<file path="src/rtl/ppb_pkg.sv">
// Shared codes, controller states and command/status types of the pairwise projection bitset.
package ppb_pkg;

   // Item kinds
   localparam logic [2:0] KIND_OPEN   = 3'd0;
   localparam logic [2:0] KIND_ADD    = 3'd1;
   localparam logic [2:0] KIND_CLEAR  = 3'd2;
   localparam logic [2:0] KIND_TUPLE  = 3'd3;
   localparam logic [2:0] KIND_VQUERY = 3'd4;
   localparam logic [2:0] KIND_PQUERY = 3'd5;

   // Result status codes
   localparam logic [1:0] STATUS_OK       = 2'd0;
   localparam logic [1:0] STATUS_CAPACITY = 2'd1;
   localparam logic [1:0] STATUS_POSITION = 2'd2;

   // Seen store row geometry and bound compare width
   localparam int SEEN_ROW_W = 64;
   localparam int SEEN_BIT_W = $clog2(SEEN_ROW_W);
   localparam int CMP_W      = 32;

   typedef enum logic [3:0] {
      ST_SWEEP,
      ST_IDLE,
      ST_DECODE,
      ST_CLEAR,
      ST_TBL_READ,
      ST_TBL_WAIT,
      ST_TBL2_READ,
      ST_TBL2_WAIT,
      ST_VERTEX_SET,
      ST_PAIR_MUL,
      ST_PAIR_SET,
      ST_SEEN_READ,
      ST_SEEN_WAIT,
      ST_FINISH
   } state_type;

   // Commands from controller to datapath
   typedef struct packed {
      logic accept;
      logic sweep_step;
      logic sweep_table;
      logic loop_clear;
      logic loop_step;
      logic tbl_rd;
      logic sel_second;
      logic rank_load;
      logic first_load;
      logic mul_load;
      logic mul_pair;
      logic seen_set;
      logic seen_rd;
      logic idx_pair;
      logic hit_load;
      logic post;
   } ppb_cmd_type;

   // Status from datapath to controller
   typedef struct packed {
      logic is_clear;
      logic is_tuple;
      logic is_vquery;
      logic is_pquery;
      logic chk_ok;
      logic sweep_last;
      logic loop_done;
      logic loop_last;
   } ppb_sts_type;

endpackage

</file>
<file path="src/rtl/ppb_ctrl.sv">
// Controller state machine: sequences sweeps, lookups, bit writes and result posting.
module ppb_ctrl import ppb_pkg::*; (
   input  logic        clock,
   input  logic        reset,
   input  logic        req_valid,
   output logic        req_ready,
   output logic        rsp_valid,
   input  logic        rsp_ready,
   input  ppb_sts_type sts,
   output ppb_cmd_type cmd
);

   state_type state_ff;
   state_type state_in;
   logic      rsp_valid_ff;
   logic      rsp_valid_in;
   logic      out_free;

   assign out_free  = !rsp_valid_ff || rsp_ready;
   assign req_ready = (state_ff == ST_IDLE);
   assign rsp_valid = rsp_valid_ff;

   // Next state
   always_comb begin
      state_in = state_ff;
      case (state_ff)
         ST_SWEEP: begin
            if (sts.sweep_last) state_in = ST_IDLE;
         end
         ST_IDLE: begin
            if (req_valid) state_in = ST_DECODE;
         end
         ST_DECODE: begin
            if (!sts.chk_ok) begin
               state_in = ST_FINISH;
            end else if (sts.is_clear) begin
               state_in = ST_CLEAR;
            end else if (sts.is_tuple || sts.is_vquery || sts.is_pquery) begin
               state_in = ST_TBL_READ;
            end else begin
               state_in = ST_FINISH;
            end
         end
         ST_CLEAR: begin
            if (sts.sweep_last) state_in = ST_FINISH;
         end
         ST_TBL_READ: state_in = ST_TBL_WAIT;
         ST_TBL_WAIT: begin
            if (sts.is_pquery) begin
               state_in = ST_TBL2_READ;
            end else if (sts.is_tuple) begin
               state_in = ST_VERTEX_SET;
            end else begin
               state_in = ST_SEEN_READ;
            end
         end
         ST_TBL2_READ: state_in = ST_TBL2_WAIT;
         ST_TBL2_WAIT: state_in = ST_PAIR_MUL;
         ST_VERTEX_SET: begin
            state_in = sts.loop_done ? ST_FINISH : ST_PAIR_MUL;
         end
         ST_PAIR_MUL: begin
            state_in = sts.is_pquery ? ST_SEEN_READ : ST_PAIR_SET;
         end
         ST_PAIR_SET: begin
            state_in = sts.loop_last ? ST_FINISH : ST_PAIR_MUL;
         end
         ST_SEEN_READ: state_in = ST_SEEN_WAIT;
         ST_SEEN_WAIT: state_in = ST_FINISH;
         ST_FINISH: begin
            if (out_free) state_in = ST_IDLE;
         end
         default: state_in = ST_SWEEP;
      endcase
   end

   // Commands
   always_comb begin
      cmd = '0;
      case (state_ff)
         ST_SWEEP: begin
            cmd.sweep_step  = 1'b1;
            cmd.sweep_table = 1'b1;
         end
         ST_IDLE: cmd.accept = req_valid;
         ST_DECODE: cmd.loop_clear = 1'b1;
         ST_CLEAR: cmd.sweep_step = 1'b1;
         ST_TBL_READ: cmd.tbl_rd = 1'b1;
         ST_TBL_WAIT: begin
            cmd.first_load = sts.is_pquery;
            cmd.rank_load  = !sts.is_pquery;
         end
         ST_TBL2_READ: begin
            cmd.tbl_rd     = 1'b1;
            cmd.sel_second = 1'b1;
         end
         ST_TBL2_WAIT: begin
            cmd.sel_second = 1'b1;
            cmd.rank_load  = 1'b1;
         end
         ST_VERTEX_SET: cmd.seen_set = 1'b1;
         ST_PAIR_MUL: begin
            cmd.mul_load = 1'b1;
            cmd.mul_pair = sts.is_pquery;
         end
         ST_PAIR_SET: begin
            cmd.seen_set  = 1'b1;
            cmd.idx_pair  = 1'b1;
            cmd.loop_step = 1'b1;
         end
         ST_SEEN_READ: begin
            cmd.seen_rd  = 1'b1;
            cmd.idx_pair = sts.is_pquery;
         end
         ST_SEEN_WAIT: begin
            cmd.hit_load = 1'b1;
            cmd.idx_pair = sts.is_pquery;
         end
         ST_FINISH: cmd.post = out_free;
         default: cmd = '0;
      endcase
   end

   // Hold the result until taken
   always_comb begin
      rsp_valid_in = rsp_valid_ff;
      if (cmd.post) begin
         rsp_valid_in = 1'b1;
      end else if (rsp_ready) begin
         rsp_valid_in = 1'b0;
      end
   end

   always_ff @(posedge clock) begin
      if (reset) begin
         state_ff     <= ST_SWEEP;
         rsp_valid_ff <= 1'b0;
      end else begin
         state_ff     <= state_in;
         rsp_valid_ff <= rsp_valid_in;
      end
   end

`ifndef ASSERT_OFF
   a_post_before_valid: assert property (@(posedge clock) disable iff (reset)
      $rose(rsp_valid) |-> $past(cmd.post))
      else $error("result valid rose without a post");

   a_accept_drops_ready: assert property (@(posedge clock) disable iff (reset)
      cmd.accept |=> !req_ready)
      else $error("still ready after accepting an item");

   a_sweep_exit: assert property (@(posedge clock) disable iff (reset)
      (state_ff != ST_SWEEP) && $past(state_ff == ST_SWEEP) |-> $past(sts.sweep_last))
      else $error("reset sweep left before its last row");
`endif

endmodule

</file>
<file path="config.mk">
export PLATFORM = sky130hd
export DESIGN_NAME = ppb_ctrl
export DESIGN_NICKNAME = d
export VERILOG_FILES = /design/src/rtl/ppb_pkg.sv /design/src/rtl/ppb_ctrl.sv
export SDC_FILE = /design/constraint.sdc
export NUM_CORES = 1
export LEC_CHECK = 0
export BUFFER_PORTS_ARGS = -buffer_cell sky130_fd_sc_hd__buf_2
export CAP_MARGIN = 20
export CORE_MARGIN = 3
export CORE_UTILIZATION = 39
export DETAILED_ROUTE_END_ITERATION = 10
export PLACE_DENSITY = 0.73
export SLEW_MARGIN = 20
export SYNTH_ARGS = -nofsm -noshare
export SYNTH_HDL_FRONTEND = slang
export SYNTH_SLANG_ARGS = --single-unit
</file>
<file path="constraint.sdc">
create_clock -name clock -period 1.4 [get_ports clock]
set_input_delay 0 -clock clock [delete_from_list [all_inputs] [get_ports clock]]
set_output_delay 0 -clock clock [all_outputs]
set_load 0.05 [all_outputs]
</file>
==> impl_metrics.tcl, run 1 <==
set metrics [dict create \
    synth-edff-count 0 \
    pre_cts_ws_ps -141 \
    lastStage "global routing" \
    place.gp.congestion 0.871 \
    rows 13 \
    cts_buffer_depth 2 \
    grt_max_degree 12 \
    avgSynthCellArea_um2 6.95 \
    synth_seq_cells 5 \
    ys_seq_area_share_pct 16.9 \
    die_x_um 44.9 \
    netlist_area_um2 591 \
    die_y_um 44.9 \
    synthCells 85 \
    netlist-cell-type-count 38 \
    worstEpCategory "register input" \
    start_util_pct 43.2 \
    synth_area_leaders "dfxtp_1, nor2_1, a21oi_1, nor3_1, o21ai_0" \
    synth_top_area_share_pct 16.9 \
    yosys_warnings 0 \
    worstEndpointGrtRepair "state_ff[2]$_SDFFE_PP0P_/D" \
    status "did not finish" \
    dpl.hpwl_um 1590 \
    async_flop_share_pct 0 \
    dpl_cell_area_um2 978 \
    port-buffer-count 29 \
    synth_most_common_cell "nor2_1" \
    cts_num_sinks 5 \
    ios 30 \
    ctsHtreeMaxLevel 1 \
    ys.flop_type "dfxtp_1" \
    yosysTopAreaCell "dfxtp_1" \
    firstError "[ERROR DPL-0038] Utilization greater than 100%, impossible to legalize" \
    clockRootBuffer "clkbuf_4" \
    numCtsBuffers 3 \
    synth_fp_nets 97 \
    synthTopCellsByCount "nor2_1, a21oi_1, nor3_1, o21ai_0, dfxtp_1" \
]
## repair_timing
action / 4_1_cts
gates resized for setup: 36
setup endpoints to repair: 17
pin swaps: 7
hold endpoints to repair: 5
hold buffers: 1
buffers inserted: 6
## logic make-up after synthesis
kind of cell    Yosys count  synth area share (%)
flops                     5                  16.9
mux                       1                  1.69
simple gates             38                  34.5
compound gates           28                  34.5
buf+inv                  12                  10.8
xor+xnor                  1                  1.48
## through the flow
step                cells  setup TNS (ps)
floorplan              85            -862
global placement      146            -137
detailed placement    146            -317
CTS                   157            -732
==> inputs of run 2 (changes only) <==
--- a/config.mk
+++ b/config.mk
@@ -7,10 +7,10 @@
 export LEC_CHECK = 0
 export BUFFER_PORTS_ARGS = -buffer_cell sky130_fd_sc_hd__buf_2
 export CAP_MARGIN = 20
-export CORE_MARGIN = 3
-export CORE_UTILIZATION = 39
+export CORE_AREA = 3 3 64 66
 export DETAILED_ROUTE_END_ITERATION = 10
-export PLACE_DENSITY = 0.73
+export DIE_AREA = 0 0 67 69
+export PLACE_DENSITY_LB_ADDON = 0.15
 export SLEW_MARGIN = 20
 export SYNTH_ARGS = -nofsm -noshare
 export SYNTH_HDL_FRONTEND = slang
==> constraint.sdc (replaced) <==
create_clock -name clock -period 1.8 [get_ports clock]
set_input_delay 0 -clock clock [delete_from_list [all_inputs] [get_ports clock]]
set_output_delay 0 -clock clock [all_outputs]
set_load 0.05 [all_outputs]
==> impl_metrics.tcl, run 2 <==
set metrics [dict create \
    status "finished, final reports clean" \
    hold_violations 0 \
    die_y_um 69 \
    crit_type "reg -> out" \
    cts_num_sinks 5 \
    slew_headroom_pct 71.3 \
    placed_cells 164 \
    diodes 0 \
    r2r_cells 5 \
    synthTopCellsByCount "nor2_1, a21oi_1, nor3_1, o21ai_0, dfxtp_1" \
    pre_cts_ws_ps 197 \
    netlist_area_um2 591 \
    ctsHtreeMaxLevel 1 \
    totalWireLength_um 2010 \
    drt_pass1_iterations 4 \
    grt_max_degree 11 \
    place.gp.congestion 0.813 \
    min_path_cells 3 \
    regMostFlops "state_ff" \
    postCtsSetupBuffers 0 \
    total_leakage_power_nw 0.402 \
    layout-drive-gt1-share_pct 43.0 \
    synth_seq_cells 5 \
    yosysTopAreaCell "dfxtp_1" \
    synth_fp_nets 97 \
    setup_viol 0 \
    grt_pass1_vias 722 \
    clk-insertion-delay-late_ps 220 \
    core_area_mm2 0.00363 \
    synth-edff-count 0 \
    utilization_pct 25.0 \
    clock_skew_ps 2.15 \
    worstMarginPinSlew_ps 426 \
    peakVddDrop_mv 0.252 \
    setup_tns_ps 0 \
    numCtsBuffers 3 \
    synth_area_leaders "dfxtp_1, nor2_1, a21oi_1, nor3_1, o21ai_0" \
    maxCapViolCount 0 \
    die_x_um 67 \
    largest_register_ffs 4 \
    timing.rr.start "state_ff[1]" \
    crit_start "state_ff[2]" \
    grt_pass1_wl_um 3310 \
    grt_overflow 0 \
    cts_buffer_depth 2 \
    synth_top_area_share_pct 16.9 \
    clockRootBuffer "clkbuf_8" \
    finalCritPeriodShare_pct 91.1 \
    rsz0062_at_grt "false" \
    viasPerCell 4.46 \
    async_flop_share_pct 0 \
    ys.flop_type "dfxtp_1" \
    cp_data_required_time_ps 1800 \
    syn_to_final_growth_pct 53.8 \
    min_to "state_ff[1]" \
    worst-path-max-fanout 9 \
    fmaxAchievable_ghz 0.610 \
    dpl.hpwl_um 1620 \
    synth_most_common_cell "nor2_1" \
    dieArea_mm2 0.00462 \
    ios 30 \
    ys_seq_area_share_pct 16.9 \
    mostFrequentLayoutCell "buf_2" \
    netlist-cell-type-count 38 \
    worst_r2r_endpoint "state_ff[0]" \
    vias 753 \
    worstSetupEndpointType "primary output" \
    avgSynthCellArea_um2 6.95 \
    fin_crit_ps 1640 \
    p_per_area_mw_per_mm2 1380 \
    cts_tree "yes" \
    grt.total_usage_pct 9.02 \
    nets 134 \
    totalPowerFinal_w 0.00125 \
    avgRoutedWirePerCell_um 11.9 \
    mostFrequentLayoutCells "buf_2, nor2_1, buf_4, a21oi_1, o21ai_0" \
    clk_pin_slew_ps 40 \
    antenna_found_initial 0 \
    port-buffer-count 29 \
    start_kind "flip-flop" \
    yosys_warnings 0 \
    rows 22 \
    finalMaxSlewViolations 0 \
    arrival_ps 1640 \
    final_cells 169 \
    hp-start "sts[2]" \
    hp-class "in -> reg" \
    fin_ws_ps 160 \
    synthCells 85 \
    start_util_pct 16.3 \
    ant_nets 0 \
    drt_iter0_markers 20 \
    route.detailed.drc 0 \
    reg2reg_setup_slack_ps 170 \
]
run 2: per-layer routing:
metal / global-route usage (%) / wire length (um) / up-vias
li1: - / - / 381
met1: 11.2 / 907 / 355
met2: 14.8 / 1010 / 15
met3: 1.47 / 72 / 2
met4: 4.05 / 21 / 0
met5: 0 / 0 / -
run 2: worst max-delay path: stages, from the launching register on:
cell     delay, ps
dfxtp_1        510
buf_4          240
nand2_1        100
mux2i_1        140
a22oi_1         80
nor2_1          80
buf_2          270
run 2: area by class of cell:
class,count,area (um^2)
timing repair buffer,40,230
sequential,5,100
fill,431,2730
inverter,4,15.0
clock buffer,4,45.0
multi-input combinational,68,458
tap,48,60.1
run 2: kinds of logic (layout without fill, tap and decap cells):
group           after synthesis  in the layout  share of synthesized area, %
simple gates                 38             38                          34.5
buf+inv                      12             48                          10.8
xor+xnor                      1              1                          1.48
flops                         5              5                          16.9
mux                           1              1                          1.69
compound gates               28             28                          34.5
run 2: how the worst max path moves through the flow:
stage,end,cells after the start
floorplan,state_ff[2],6
finish,cmd[2],6
global placement,state_ff[2],6
global route,cmd[2],6
detailed placement,state_ff[0],5
CTS,cmd[2],6
run 2: timing repair:
action | 4_1_cts | 5_1_grt
hold endpoints to repair | 1 | 0
endpoints found under the setup margin | 0 | 0
gates resized for setup | 0 | 0
hold buffers | 1 | 0
run 2: per-stage QoR:
| step | area [um^2] | hold WS [ps] |
|---|---|---|
| 4_1_cts | 908 | 95.2 |
| 5_1_grt | 908 | 114 |
| 3_5_place_dp | 853 | 231 |
| 3_3_place_gp | 853 | 234 |
| 6_report | 908 | 98.0 |
| 2_1_floorplan | 622 | 62.4 |
run 2: power breakdown:
part	internal [W]	switching, W
sequential	0.000135	0.0000543
combinational	0.000304	0.000550
clock	0.000152	0.0000586
No activity file was read; power rests on OpenSTA's default activity.
==> inputs of run 3 (changes only) <==
==> constraint.sdc (replaced) <==
create_clock -name clock -period 1.65 [get_ports clock]
set_input_delay 0 -clock clock [delete_from_list [all_inputs] [get_ports clock]]
set_output_delay 0 -clock clock [all_outputs]
set_load 0.05 [all_outputs]
==> impl_metrics.tcl, run 3 (synthesis gave the netlist of run 2 again) <==
set metrics [dict create \
    viasPerCell 4.52 \
    vias 778 \
    mostFrequentLayoutCells "buf_2, buf_4, nor2_1, nor3_2, a21oi_1" \
    min_path_cells 2 \
    nets 137 \
    drt_iter0_markers 28 \
    ctsHtreeMaxLevel 1 \
    setup_viol 0 \
    avgRoutedWirePerCell_um 12.3 \
    grt_overflow 0 \
    worst_r2r_endpoint "state_ff[0]" \
    ant_nets 0 \
    timing.rr.start "state_ff[0]" \
    regMostFlops "state_ff" \
    fmaxAchievable_ghz 0.648 \
    start_util_pct 16.3 \
    diodes 0 \
    cts_tree "yes" \
    worstMarginPinSlew_ps 457 \
    place.gp.congestion 0.865 \
    maxCapViolCount 0 \
    worstSetupEndpointType "flip-flop" \
    pre_cts_ws_ps 30.9 \
    utilization_pct 26.5 \
    final_cells 172 \
    total_leakage_power_nw 0.424 \
    start_kind "flip-flop" \
    finalMaxSlewViolations 0 \
    grt.total_usage_pct 9.89 \
    p_per_area_mw_per_mm2 1490 \
    layout-drive-gt1-share_pct 51.6 \
    fin_ws_ps 106 \
    dpl.hpwl_um 1730 \
    rows 22 \
    hp-start "reset" \
    dpl_cell_area_um2 913 \
    core_area_mm2 0.00363 \
    largest_register_ffs 4 \
    slew_headroom_pct 69.2 \
    cp_data_required_time_ps 1800 \
    clockRootBuffer "clkbuf_8" \
    placed_cells 168 \
    syn_to_final_growth_pct 63.3 \
    arrival_ps 1690 \
    finalCritPeriodShare_pct 93.6 \
    crit_type "reg -> reg" \
    peakVddDrop_mv 0.251 \
    grt_max_degree 12 \
    clk_pin_slew_ps 30 \
    totalPowerFinal_w 0.00144 \
    grt_pass1_vias 782 \
    grt_pass1_wl_um 3570 \
    numCtsBuffers 3 \
    reg2reg_setup_slack_ps 110 \
    die_y_um 69 \
    final_area_um2 965 \
    ios 30 \
    hold_violations 0 \
    min_to "state_ff[0]" \
    r2r_cells 5 \
    totalWireLength_um 2110 \
    status "finished, final reports clean" \
    route.detailed.drc 0 \
    die_x_um 67 \
    postCtsSetupBuffers 0 \
    drt_pass1_iterations 4 \
    port-buffer-count 29 \
    dieArea_mm2 0.00462 \
    clock_skew_ps 1.83 \
    mostFrequentLayoutCell "buf_2" \
    ctsHoldBuffers 0 \
    cts_buffer_depth 2 \
    hp-class "in -> reg" \
    fin_crit_ps 1540 \
    rsz0062_at_grt "false" \
    clk-insertion-delay-late_ps 220 \
    antenna_found_initial 0 \
    worst-path-max-fanout 10 \
    cts_num_sinks 5 \
]
[run 3: layout make-up]
type,instances,area (um^2)
fill,420,2670
multi-input combinational,68,474
timing repair buffer,43,265
sequential,5,105
tap,48,60.1
clock buffer,4,45.0
inverter,4,15.0
[run 3: timing repair]
item                                   4_1_cts  5_1_grt
resized for setup                            0        4
endpoints found under the hold margin        0        0
setup endpoints to repair                    0        5
[run 3: worst max-delay path by stage]
stage          slack (ps)   startpoint  depth (start not counted)          end
5_1_grt                 3  state_ff[0]                          5  state_ff[0]
2_1_floorplan        -200  state_ff[3]                          6  state_ff[2]
6_report              110  state_ff[0]                          5  state_ff[0]
3_5_place_dp           30  state_ff[1]                          5  state_ff[0]
3_3_place_gp           30  state_ff[1]                          6  state_ff[2]
4_1_cts                20  state_ff[1]                          5  state_ff[0]
[run 3: layer usage]
layer	wire (um)	track usage, %
met1	950	12.0
met2	1060	15.9
met3	73	2.44
met4	32	4.73
met5	0	0
[run 3: where the power goes]
group          leakage, nW  internal (W)  total (W)  switching (W)
Combinational        0.359      0.000376   0.000985       0.000610
Sequential          0.0424      0.000153   0.000227      0.0000741
Clock               0.0228      0.000166   0.000224      0.0000579
Total                0.424      0.000694    0.00144       0.000742
[run 3: stage by stage]
step           hold slack (ps)  TNS (ps)
3_5_place_dp               232         0
4_1_cts                   11.4         0
6_report                  10.3         0
5_1_grt                   18.9         0
2_1_floorplan             55.1      -250
3_3_place_gp               232         0
[run 3: worst max-delay path: stages (launching register included)]
cell and delay, ps:
dfxtp_2 460, xor2_1 230, nor4_1 100, a311oi_2 330
a21bo_1 260, a21oi_2 100
